## src/design/sfs_pkg.sv

```systemverilog
// Shared types and constants of the stuffed frame sender.
package sfs_pkg;

   localparam logic [7:0] FLAG_BYTE = 8'h7E;
   localparam logic [7:0] ESC_BYTE  = 8'h7D;
   localparam logic [7:0] ESC_MASK  = 8'h20;

   localparam logic [7:0] LOCAL_ADDR_RESET = 8'h03;
   localparam logic [7:0] PEER_ADDR_RESET  = 8'h01;
   localparam logic [7:0] ACK_BASE_RESET   = 8'h07;

   localparam int CSR_IDX_W = 2;
   localparam logic [CSR_IDX_W-1:0] CSR_LOCAL_ADDR = 2'd0;
   localparam logic [CSR_IDX_W-1:0] CSR_PEER_ADDR  = 2'd1;
   localparam logic [CSR_IDX_W-1:0] CSR_ACK_BASE   = 2'd2;

   // Acknowledgement recognizer states
   typedef enum logic [3:0] {
      RX_IDLE = 4'b0001,
      RX_FLAG = 4'b0010,
      RX_ADDR = 4'b0100,
      RX_CTRL = 4'b1000
   } rx_state_type;

   // Output sequencer steps
   typedef enum logic [10:0] {
      ST_START = 11'b00000000001,
      ST_HFLAG = 11'b00000000010,
      ST_HADDR = 11'b00000000100,
      ST_HCTRL = 11'b00000001000,
      ST_HCHK  = 11'b00000010000,
      ST_DATA  = 11'b00000100000,
      ST_DESC  = 11'b00001000000,
      ST_CHK   = 11'b00010000000,
      ST_CESC  = 11'b00100000000,
      ST_CLOSE = 11'b01000000000,
      ST_RX    = 11'b10000000000
   } step_type;

   // One classified item, as handed from the front to the back
   typedef struct packed {
      logic       rx;
      logic [7:0] data;
      logic       first;
      logic       last;
      logic [7:0] addr;
      logic       seq;
      logic [7:0] check;
      logic       ack;
   } job_type;

   typedef struct packed {
      logic    valid;
      job_type job;
   } qhead_type;

   function automatic logic needs_escape(input logic [7:0] b);
      return (b == FLAG_BYTE) || (b == ESC_BYTE);
   endfunction

endpackage

```

## src/design/sfs_if.sv

```systemverilog
// Request and response channel interfaces.
interface sfs_req_if;
   logic       valid;
   logic       ready;
   logic       action;
   logic [7:0] data_byte;
   logic       first_byte;
   logic       last_byte;
   logic       seq_bit;

   modport source (output valid, action, data_byte, first_byte, last_byte, seq_bit,
                   input ready);
   modport sink   (input valid, action, data_byte, first_byte, last_byte, seq_bit,
                   output ready);
endinterface

interface sfs_rsp_if;
   logic       valid;
   logic       ready;
   logic [7:0] tx_byte;
   logic       tx_valid;
   logic       ack_seen;
   logic       last_of_run;

   modport source (output valid, tx_byte, tx_valid, ack_seen, last_of_run, input ready);
   modport sink   (input valid, tx_byte, tx_valid, ack_seen, last_of_run, output ready);
endinterface

```

## src/design/sfs_front.sv

```systemverilog
// Front end: config registers, check/sequence state and ack recognizer.
module sfs_front (
   input  logic                            clock,
   input  logic                            reset,
   sfs_req_if.sink                         req_chan,
   input  logic                            csr_we,
   input  logic [sfs_pkg::CSR_IDX_W-1:0]   csr_index,
   input  logic [7:0]                      csr_wdata,
   input  logic                            q_full,
   output logic                            q_push,
   output sfs_pkg::job_type                q_job
);
   import sfs_pkg::*;

   logic [7:0]   local_addr_ff, local_addr_in;
   logic [7:0]   peer_addr_ff, peer_addr_in;
   logic [7:0]   ack_base_ff, ack_base_in;
   logic [7:0]   check_ff, check_in;
   logic         seq_ff, seq_in;
   rx_state_type rx_state_ff, rx_state_in;

   logic         accept;
   logic [7:0]   ack_ctrl;
   logic         ack;

   assign req_chan.ready = !q_full;
   assign accept         = req_chan.valid && !q_full;
   assign q_push         = accept;
   assign ack_ctrl       = ack_base_ff ^ {7'b0, seq_ff};

   always_comb begin
      local_addr_in = local_addr_ff;
      peer_addr_in  = peer_addr_ff;
      ack_base_in   = ack_base_ff;
      if (csr_we) begin
         case (csr_index)
            CSR_LOCAL_ADDR: local_addr_in = csr_wdata;
            CSR_PEER_ADDR:  peer_addr_in  = csr_wdata;
            CSR_ACK_BASE:   ack_base_in   = csr_wdata;
            default: ;
         endcase
      end
   end

   always_comb begin
      check_in    = check_ff;
      seq_in      = seq_ff;
      rx_state_in = rx_state_ff;
      ack         = 1'b0;
      if (accept) begin
         if (!req_chan.action) begin
            if (req_chan.first_byte) begin
               check_in    = req_chan.data_byte;
               seq_in      = req_chan.seq_bit;
               rx_state_in = RX_IDLE;
            end else begin
               check_in = check_ff ^ req_chan.data_byte;
            end
         end else begin
            case (rx_state_ff)
               RX_IDLE: begin
                  if (req_chan.data_byte == FLAG_BYTE) rx_state_in = RX_FLAG;
               end
               RX_FLAG: begin
                  if (req_chan.data_byte == peer_addr_ff)   rx_state_in = RX_ADDR;
                  else if (req_chan.data_byte == FLAG_BYTE) rx_state_in = RX_FLAG;
                  else                                      rx_state_in = RX_IDLE;
               end
               RX_ADDR: begin
                  if (req_chan.data_byte == ack_ctrl)       rx_state_in = RX_CTRL;
                  else if (req_chan.data_byte == FLAG_BYTE) rx_state_in = RX_FLAG;
                  else                                      rx_state_in = RX_IDLE;
               end
               default: begin
                  if (req_chan.data_byte == (peer_addr_ff ^ ack_ctrl)) begin
                     ack         = 1'b1;
                     rx_state_in = RX_IDLE;
                  end else if (req_chan.data_byte == FLAG_BYTE) begin
                     rx_state_in = RX_FLAG;
                  end else begin
                     rx_state_in = RX_IDLE;
                  end
               end
            endcase
         end
      end
   end

   always_comb begin
      q_job.rx    = req_chan.action;
      q_job.data  = req_chan.data_byte;
      q_job.first = req_chan.first_byte;
      q_job.last  = req_chan.last_byte;
      q_job.addr  = local_addr_ff;
      q_job.seq   = req_chan.seq_bit;
      q_job.check = check_in;
      q_job.ack   = ack;
   end

   always_ff @(posedge clock) begin
      if (reset) begin
         local_addr_ff <= LOCAL_ADDR_RESET;
         peer_addr_ff  <= PEER_ADDR_RESET;
         ack_base_ff   <= ACK_BASE_RESET;
         check_ff      <= 8'h00;
         seq_ff        <= 1'b0;
         rx_state_ff   <= RX_IDLE;
      end else begin
         local_addr_ff <= local_addr_in;
         peer_addr_ff  <= peer_addr_in;
         ack_base_ff   <= ack_base_in;
         check_ff      <= check_in;
         seq_ff        <= seq_in;
         rx_state_ff   <= rx_state_in;
      end
   end

endmodule

```

## src/design/sfs_queue.sv

```systemverilog
// Small register FIFO of classified jobs between front and back.
module sfs_queue #(
   parameter int DEPTH = 4
) (
   input  logic                clock,
   input  logic                reset,
   input  logic                push,
   input  sfs_pkg::job_type    push_job,
   input  logic                pop,
   output logic                full,
   output sfs_pkg::qhead_type  head
);
   import sfs_pkg::*;

   localparam int IDX_W = (DEPTH > 1) ? $clog2(DEPTH) : 1;
   localparam int CNT_W = $clog2(DEPTH + 1);

   job_type          mem_ff [DEPTH];
   logic [IDX_W-1:0] wr_ptr_ff, wr_ptr_in;
   logic [IDX_W-1:0] rd_ptr_ff, rd_ptr_in;
   logic [CNT_W-1:0] count_ff, count_in;
   logic             do_push, do_pop;

   assign full    = (count_ff == CNT_W'(DEPTH));
   assign do_push = push && !full;
   assign do_pop  = pop && (count_ff != '0);

   assign head.valid = (count_ff != '0);
   assign head.job   = mem_ff[rd_ptr_ff];

   always_comb begin
      wr_ptr_in = wr_ptr_ff;
      rd_ptr_in = rd_ptr_ff;
      count_in  = count_ff;
      if (do_push) begin
         wr_ptr_in = (wr_ptr_ff == IDX_W'(DEPTH - 1)) ? '0 : wr_ptr_ff + 1'b1;
      end
      if (do_pop) begin
         rd_ptr_in = (rd_ptr_ff == IDX_W'(DEPTH - 1)) ? '0 : rd_ptr_ff + 1'b1;
      end
      if (do_push && !do_pop) begin
         count_in = count_ff + 1'b1;
      end else if (do_pop && !do_push) begin
         count_in = count_ff - 1'b1;
      end
   end

   always_ff @(posedge clock) begin
      if (do_push) begin
         mem_ff[wr_ptr_ff] <= push_job;
      end
   end

   always_ff @(posedge clock) begin
      if (reset) begin
         wr_ptr_ff <= '0;
         rd_ptr_ff <= '0;
         count_ff  <= '0;
      end else begin
         wr_ptr_ff <= wr_ptr_in;
         rd_ptr_ff <= rd_ptr_in;
         count_ff  <= count_in;
      end
   end

endmodule

```

## src/design/sfs_back.sv

```systemverilog
// Back end: expands the job at the queue head into line bytes, one per cycle unless the response register is stalled.
module sfs_back (
   input  logic                clock,
   input  logic                reset,
   input  sfs_pkg::qhead_type  head,
   output logic                pop,
   sfs_rsp_if.source           rsp_chan
);
   import sfs_pkg::*;

   step_type   step_ff, step_in;
   step_type   cur_step, next_step;
   logic       rsp_valid_ff, rsp_valid_in;
   logic [7:0] tx_byte_ff;
   logic       tx_valid_ff, ack_seen_ff, last_of_run_ff;

   logic       emit, done;
   logic [7:0] out_byte;
   logic       out_txv;
   logic       out_ack;
   logic [7:0] ctrl;

   assign ctrl = {7'b0, head.job.seq};
   assign emit = head.valid && (!rsp_valid_ff || rsp_chan.ready);
   assign pop  = emit && done;

   // START stands for "first step of whatever job sits at the head"
   always_comb begin
      if (step_ff == ST_START) begin
         if (head.job.rx)         cur_step = ST_RX;
         else if (head.job.first) cur_step = ST_HFLAG;
         else                     cur_step = ST_DATA;
      end else begin
         cur_step = step_ff;
      end
   end

   always_comb begin
      out_byte  = 8'h00;
      out_txv   = 1'b1;
      out_ack   = 1'b0;
      done      = 1'b0;
      next_step = ST_START;
      case (cur_step)
         ST_HFLAG: begin
            out_byte  = FLAG_BYTE;
            next_step = ST_HADDR;
         end
         ST_HADDR: begin
            out_byte  = head.job.addr;
            next_step = ST_HCTRL;
         end
         ST_HCTRL: begin
            out_byte  = ctrl;
            next_step = ST_HCHK;
         end
         ST_HCHK: begin
            out_byte  = head.job.addr ^ ctrl;
            next_step = ST_DATA;
         end
         ST_DATA: begin
            if (needs_escape(head.job.data)) begin
               out_byte  = ESC_BYTE;
               next_step = ST_DESC;
            end else begin
               out_byte  = head.job.data;
               next_step = head.job.last ? ST_CHK : ST_START;
               done      = !head.job.last;
            end
         end
         ST_DESC: begin
            out_byte  = head.job.data ^ ESC_MASK;
            next_step = head.job.last ? ST_CHK : ST_START;
            done      = !head.job.last;
         end
         ST_CHK: begin
            if (needs_escape(head.job.check)) begin
               out_byte  = ESC_BYTE;
               next_step = ST_CESC;
            end else begin
               out_byte  = head.job.check;
               next_step = ST_CLOSE;
            end
         end
         ST_CESC: begin
            out_byte  = head.job.check ^ ESC_MASK;
            next_step = ST_CLOSE;
         end
         ST_CLOSE: begin
            out_byte = FLAG_BYTE;
            done     = 1'b1;
         end
         ST_RX: begin
            out_txv = 1'b0;
            out_ack = head.job.ack;
            done    = 1'b1;
         end
         default: begin
            done = 1'b1;
         end
      endcase
   end

   always_comb begin
      step_in = step_ff;
      if (emit) begin
         step_in = done ? ST_START : next_step;
      end
      if (emit) begin
         rsp_valid_in = 1'b1;
      end else if (rsp_chan.ready) begin
         rsp_valid_in = 1'b0;
      end else begin
         rsp_valid_in = rsp_valid_ff;
      end
   end

   always_ff @(posedge clock) begin
      if (reset) begin
         step_ff      <= ST_START;
         rsp_valid_ff <= 1'b0;
      end else begin
         step_ff      <= step_in;
         rsp_valid_ff <= rsp_valid_in;
      end
   end

   always_ff @(posedge clock) begin
      if (emit) begin
         tx_byte_ff     <= out_byte;
         tx_valid_ff    <= out_txv;
         ack_seen_ff    <= out_ack;
         last_of_run_ff <= done;
      end
   end

   assign rsp_chan.valid       = rsp_valid_ff;
   assign rsp_chan.tx_byte     = tx_byte_ff;
   assign rsp_chan.tx_valid    = tx_valid_ff;
   assign rsp_chan.ack_seen    = ack_seen_ff;
   assign rsp_chan.last_of_run = last_of_run_ff;

endmodule

```

## src/design/stuffed_frame_sender_with_ack_core.sv

```systemverilog
// Stuffed frame sender with acknowledgement recognizer: top level.
// Every accepted transaction yields one or more response transactions, one per clock
// cycle unless rsp_chan.ready stalls: a received line byte gives one, a payload byte
// gives one or two (stuffed), plus four header bytes when it opens a frame and two
// to three more (check and closing flag) when it ends one, nine at most. The output
// sequencer that emits these bytes sets the throughput; the front end takes one
// request per cycle while its job queue (QUEUE_DEPTH entries) has room, and a
// response register after the job queue decouples the sequencer from rsp_chan.ready.
// Config writes through csr_* take effect on the next cycle and are meant to
// happen only while the block is idle; index 3 is ignored.
module stuffed_frame_sender_with_ack_core #(
   parameter int QUEUE_DEPTH = 4
) (
   input  logic                           clock,
   input  logic                           reset,
   sfs_req_if.sink                        req_chan,
   sfs_rsp_if.source                      rsp_chan,
   input  logic                           csr_we,
   input  logic [sfs_pkg::CSR_IDX_W-1:0]  csr_index,
   input  logic [7:0]                     csr_wdata
);
   import sfs_pkg::*;

   logic      q_full;
   logic      q_push;
   logic      q_pop;
   job_type   q_job;
   qhead_type q_head;

   sfs_front u_front (
      .clock     (clock),
      .reset     (reset),
      .req_chan  (req_chan),
      .csr_we    (csr_we),
      .csr_index (csr_index),
      .csr_wdata (csr_wdata),
      .q_full    (q_full),
      .q_push    (q_push),
      .q_job     (q_job)
   );

   sfs_queue #(
      .DEPTH (QUEUE_DEPTH)
   ) u_queue (
      .clock    (clock),
      .reset    (reset),
      .push     (q_push),
      .push_job (q_job),
      .pop      (q_pop),
      .full     (q_full),
      .head     (q_head)
   );

   sfs_back u_back (
      .clock    (clock),
      .reset    (reset),
      .head     (q_head),
      .pop      (q_pop),
      .rsp_chan (rsp_chan)
   );

endmodule

```

## src/flat_wrapper.sv

```systemverilog
// flat-port wrapper written by rule: the top's interface ports become plain ports
module stuffed_frame_sender_with_ack_core_flat import sfs_pkg::*;
#(
   parameter int QUEUE_DEPTH = 4
)
  (clock, reset, csr_we, csr_index, csr_wdata, req_chan_valid, req_chan_action, req_chan_data_byte, req_chan_first_byte, req_chan_last_byte, req_chan_seq_bit, req_chan_ready, rsp_chan_valid, rsp_chan_tx_byte, rsp_chan_tx_valid, rsp_chan_ack_seen, rsp_chan_last_of_run, rsp_chan_ready);
  sfs_req_if req_chan_i ();
  sfs_rsp_if rsp_chan_i ();
  input  logic clock;
  input  logic reset;
  input  logic csr_we;
  input  logic [sfs_pkg::CSR_IDX_W-1:0] csr_index;
  input  logic [7:0] csr_wdata;
  input wire logic [$bits(req_chan_i.valid)-1:0] req_chan_valid;
  input wire logic [$bits(req_chan_i.action)-1:0] req_chan_action;
  input wire logic [$bits(req_chan_i.data_byte)-1:0] req_chan_data_byte;
  input wire logic [$bits(req_chan_i.first_byte)-1:0] req_chan_first_byte;
  input wire logic [$bits(req_chan_i.last_byte)-1:0] req_chan_last_byte;
  input wire logic [$bits(req_chan_i.seq_bit)-1:0] req_chan_seq_bit;
  output wire logic [$bits(req_chan_i.ready)-1:0] req_chan_ready;
  output wire logic [$bits(rsp_chan_i.valid)-1:0] rsp_chan_valid;
  output wire logic [$bits(rsp_chan_i.tx_byte)-1:0] rsp_chan_tx_byte;
  output wire logic [$bits(rsp_chan_i.tx_valid)-1:0] rsp_chan_tx_valid;
  output wire logic [$bits(rsp_chan_i.ack_seen)-1:0] rsp_chan_ack_seen;
  output wire logic [$bits(rsp_chan_i.last_of_run)-1:0] rsp_chan_last_of_run;
  input wire logic [$bits(rsp_chan_i.ready)-1:0] rsp_chan_ready;
  assign req_chan_i.valid = req_chan_valid;
  assign req_chan_i.action = req_chan_action;
  assign req_chan_i.data_byte = req_chan_data_byte;
  assign req_chan_i.first_byte = req_chan_first_byte;
  assign req_chan_i.last_byte = req_chan_last_byte;
  assign req_chan_i.seq_bit = req_chan_seq_bit;
  assign req_chan_ready = req_chan_i.ready;
  assign rsp_chan_valid = rsp_chan_i.valid;
  assign rsp_chan_tx_byte = rsp_chan_i.tx_byte;
  assign rsp_chan_tx_valid = rsp_chan_i.tx_valid;
  assign rsp_chan_ack_seen = rsp_chan_i.ack_seen;
  assign rsp_chan_last_of_run = rsp_chan_i.last_of_run;
  assign rsp_chan_i.ready = rsp_chan_ready;
  stuffed_frame_sender_with_ack_core #(.QUEUE_DEPTH(QUEUE_DEPTH)) u_core (.clock(clock), .reset(reset), .req_chan(req_chan_i), .rsp_chan(rsp_chan_i), .csr_we(csr_we), .csr_index(csr_index), .csr_wdata(csr_wdata));
endmodule
```

## config.mk

```make
export PLATFORM = sky130hd
export DESIGN_NAME = stuffed_frame_sender_with_ack_core_flat
export DESIGN_NICKNAME = d
export VERILOG_FILES = /design/src/design/sfs_pkg.sv /design/src/design/sfs_if.sv /design/src/design/sfs_front.sv /design/src/design/sfs_queue.sv /design/src/design/sfs_back.sv /design/src/design/stuffed_frame_sender_with_ack_core.sv /design/src/flat_wrapper.sv
export SDC_FILE = /design/constraint.sdc
export NUM_CORES = 1
export LEC_CHECK = 0
export BUFFER_PORTS_ARGS = -buffer_cell sky130_fd_sc_hd__buf_2
export CORE_ASPECT_RATIO = 1.2
export CORE_MARGIN = 8
export CORE_UTILIZATION = 40
export DETAILED_ROUTE_END_ITERATION = 10
export SLEW_MARGIN = 20
export SYNTH_ARGS = -nofsm -noshare
export SYNTH_HDL_FRONTEND = slang
export SYNTH_HIERARCHICAL = 1
export SYNTH_SLANG_ARGS = --single-unit
```

## constraint.sdc

```tcl
create_clock -name clock -period 12.49 [get_ports clock]
set_input_delay 1.8735 -clock clock [delete_from_list [all_inputs] [get_ports clock]]
set_output_delay 1.8735 -clock clock [all_outputs]
set_load 0.005 [all_outputs]
```

==> impl_metrics.json <==
{
  "synth.cell_area_sq_um": 7990,
  "drt-pass1-iter-count": 6,
  "crit_chain": "buf_4 -> mux4_1 -> nor4b_1 -> a31oi_1 -> nor4_4 -> mux2_4 -> and2_1 -> o31ai_2 -> ha_1 -> inv_1 -> fa_1 -> xor2_1 -> or3_2 -> a21oi_1",
  "worst_path_max_delay_cell": "mux4_1",
  "r2r_cells": 14,
  "diodes": 0,
  "hold_depth": 2,
  "finalHoldViolations": 0,
  "avgSynthCellArea_sq_um": 13.8,
  "fin_util": 0.456,
  "fin_crit_sh": 0.384,
  "place_congestion": 0.862,
  "fin_skew_ns": 0.0159,
  "synth_ff_type": "edfxtp_1",
  "fmax_mhz": 209,
  "ir_drop_v": 0.0000990,
  "ctsResizeCount": 0,
  "cts_root_buffer": "clkbuf_16",
  "cap_violations": 0,
  "whs_ns": 0.491,
  "r2r_slack_ns": 7.70,
  "p_total_w": 0.00174,
  "rsz0062_at_grt": "no",
  "setup_viol": 0,
  "h-tree-depth": 4,
  "port_buffers": 39,
  "yosys_warnings": 6,
  "hold_end": "u_core/u_front/rx_state_ff[3]",
  "area_growth_pct": 11.6,
  "drc": 0,
  "cts-buffers-inserted": 17,
  "routed_wl_mm": 17.4,
  "regToRegEndpoint": "u_core/u_queue/count_ff[2]",
  "grt_pass1_vias": 4956,
  "io_pins": 40,
  "num_rows": 56,
  "overflow": 0,
  "grt_max_degree": 60,
  "power_density_nw_per_um2": 195,
  "synthArstFlopShare": 0,
  "cp-start-kind": "register",
  "pre_cts_ws_ns": 7.61,
  "start_util": 0.409,
  "worstPathArrival_ns": 5.15,
  "cp_max_fo": 29,
  "tightest_slew_ns": 0.849,
  "ant_nets": 0,
  "synth-seq-area-share": 0.617,
  "synth_cell_types": 69,
  "routedWlPerCell_um": 19.8,
  "fin_crit_ns": 4.79,
  "worstSkewPairLatency_ns": 0.43,
  "dieArea_sq_um": 24800,
  "grt_pass1_wl_mm": 27.6,
  "cts_buffer_depth": 2,
  "ctsHoldBuffers": 0,
  "clk_pin_slew_ns": 0.07,
  "hpwl_mm": 11.9,
  "cts_tree": "built",
  "synth_edf_count": 127,
  "core_sq_um": 19500,
  "end_kind": "register",
  "syn_inst": 581,
  "cts.sinks": 183,
  "cpPeakStageDelay_ns": 0.72,
  "finalSetupTns_ns": 0,
  "grt_usage": 0.145,
  "synth_nets": 615,
  "hold_class": "reg -> reg",
  "postCtsSetupBuffers": 0,
  "final_nets": 641,
  "leakagePower_nw": 3.11,
  "dieWidth_um": 145,
  "status": "finished, final reports clean",
  "worstSetupPathType": "reg -> reg",
  "synth_seq_cells": 183,
  "critical_path_required_ns": 12.84,
  "vias": 4838,
  "post_drt_via_cell_ratio": 5.49,
  "slew_violations": 0,
  "antenna_found_initial": 0,
  "first_iter_violations": 424,
  "max-slew-margin-rel": 0.434,
  "hp-start": "u_core/u_front/rx_state_ff[3]",
  "layout-drive-gt1-share": 0.197,
  "setup_slack_ns": 7.70,
  "die_height_um": 171
}
[routing by layer]
metal  vias up  wire [um]  track usage
met3        29        741       0.0359
met2       135       8990        0.250
met5         -          0            0
met1      2424       7130        0.168
met4         0        540       0.0646
li1       2250          -            -
[cell usage after synthesis (7+ instances only)]
cell type,n,area [sq um]
edfxtp_1,127,3810
dfxtp_1,56,1120
nor2_1,51,191
nand2_1,33,124
a21oi_1,28,140
xnor2_1,23,201
mux4_2,22,495
mux2i_1,20,200
clkbuf_1,15,56.3
inv_1,15,56.3
nor3_1,15,75.1
buf_4,13,97.6
nand3_1,12,60.1
o22ai_1,10,62.6
a211o_1,7,61.3
mux4_1,7,184
nor2b_1,7,43.8
nor4_1,7,43.8
xor2_1,7,61.3
[critical path, delay by kind of cell (launching register included)]
kind	cells	cell delay, ns
flip-flops	1	0.31
adder cells (fa/ha/maj)	2	0.64
AND/OR/NAND/NOR	4	1.56
multiplexers	2	1.07
AO/OA/AOI/OAI	3	0.44
XOR/XNOR	1	0.18
buffers and inverters	2	0.52
[stage by stage]
stage,instances,area (sq um)
2_1_floorplan,581,7990
3_3_place_gp,849,8330
3_5_place_dp,849,8330
4_1_cts,881,8920
5_1_grt,881,8920
6_report,881,8920
[power by group]
group | internal [W] | switching, W | total (W)
clock network | 0.000269 | 0.000255 | 0.000524
registers | 0.000748 | 0.0000332 | 0.000781
logic | 0.000181 | 0.000254 | 0.000434
[cells by family after synthesis]
logic type,synth area share
simple gates,0.126
fa+ha+maj,0.0119
buf+inv,0.0349
compound gates,0.0617
xor+xnor,0.0357
mux,0.112
flops,0.617
[state kept, by name, summed over array words and instances, names as in the netlist, 3 cells and up, named ones only]
register / flops
u_core/u_queue/count_ff: 3
u_core/u_queue/mem_ff: 116
u_core/u_front/peer_addr_ff: 8
u_core/u_front/rx_state_ff: 4
u_core/u_back/step_ff: 9
u_core/u_front/check_ff: 8
u_core/u_back/rsp_chan.tx_byte: 8
u_core/u_front/local_addr_ff: 8
u_core/u_front/ack_base_ff: 8
[layout make-up]
cell class,count,area [sq um]
clock buffers,18,429
clock inverters,14,156
fillers,1726,10600
inverters,16,65.1
multi-input cells,346,2780
flip-flops and latches,183,4940
well taps,261,327
repair buffers,43,225
[worst max-delay path by stage]
stage	cells past startpoint	from	end
5_1_grt	14	register	u_core/u_queue/count_ff[2]
4_1_cts	14	register	u_core/u_queue/count_ff[2]
3_3_place_gp	12	rsp_chan_ready	u_core/u_queue/count_ff[2]
3_5_place_dp	12	rsp_chan_ready	u_core/u_queue/count_ff[2]
2_1_floorplan	15	register	u_core/u_queue/count_ff[2]
6_report	14	register	u_core/u_queue/count_ff[2]
[cell usage in the layout (no fill, tap or decap), types with 4 or more instances in the layout]
| cell type | count |
|---|---|
| and3_2 | 4 |
| edfxtp_1 | 127 |
| a31oi_1 | 4 |
| ha_1 | 6 |
| a21oi_1 | 28 |
| nor2b_1 | 7 |
| mux4_2 | 22 |
| dfxtp_1 | 55 |
| inv_8 | 6 |
| clkbuf_16 | 17 |
| nor4_1 | 7 |
| nand4_1 | 6 |
| buf_2 | 39 |
| o22ai_1 | 10 |
| nand2_1 | 33 |
| nand3_1 | 12 |
| a211o_1 | 7 |
| inv_1 | 15 |
| mux2i_1 | 20 |
| nor3_1 | 15 |
| mux4_1 | 7 |
| a22oi_1 | 5 |
| nand2b_1 | 5 |
| xnor2_1 | 23 |
| o21ai_0 | 4 |
| nor2_1 | 51 |
| xor2_1 | 7 |
| buf_4 | 4 |
| or3_1 | 6 |
| nand3b_1 | 4 |
(Power assumes the default switching activity.)
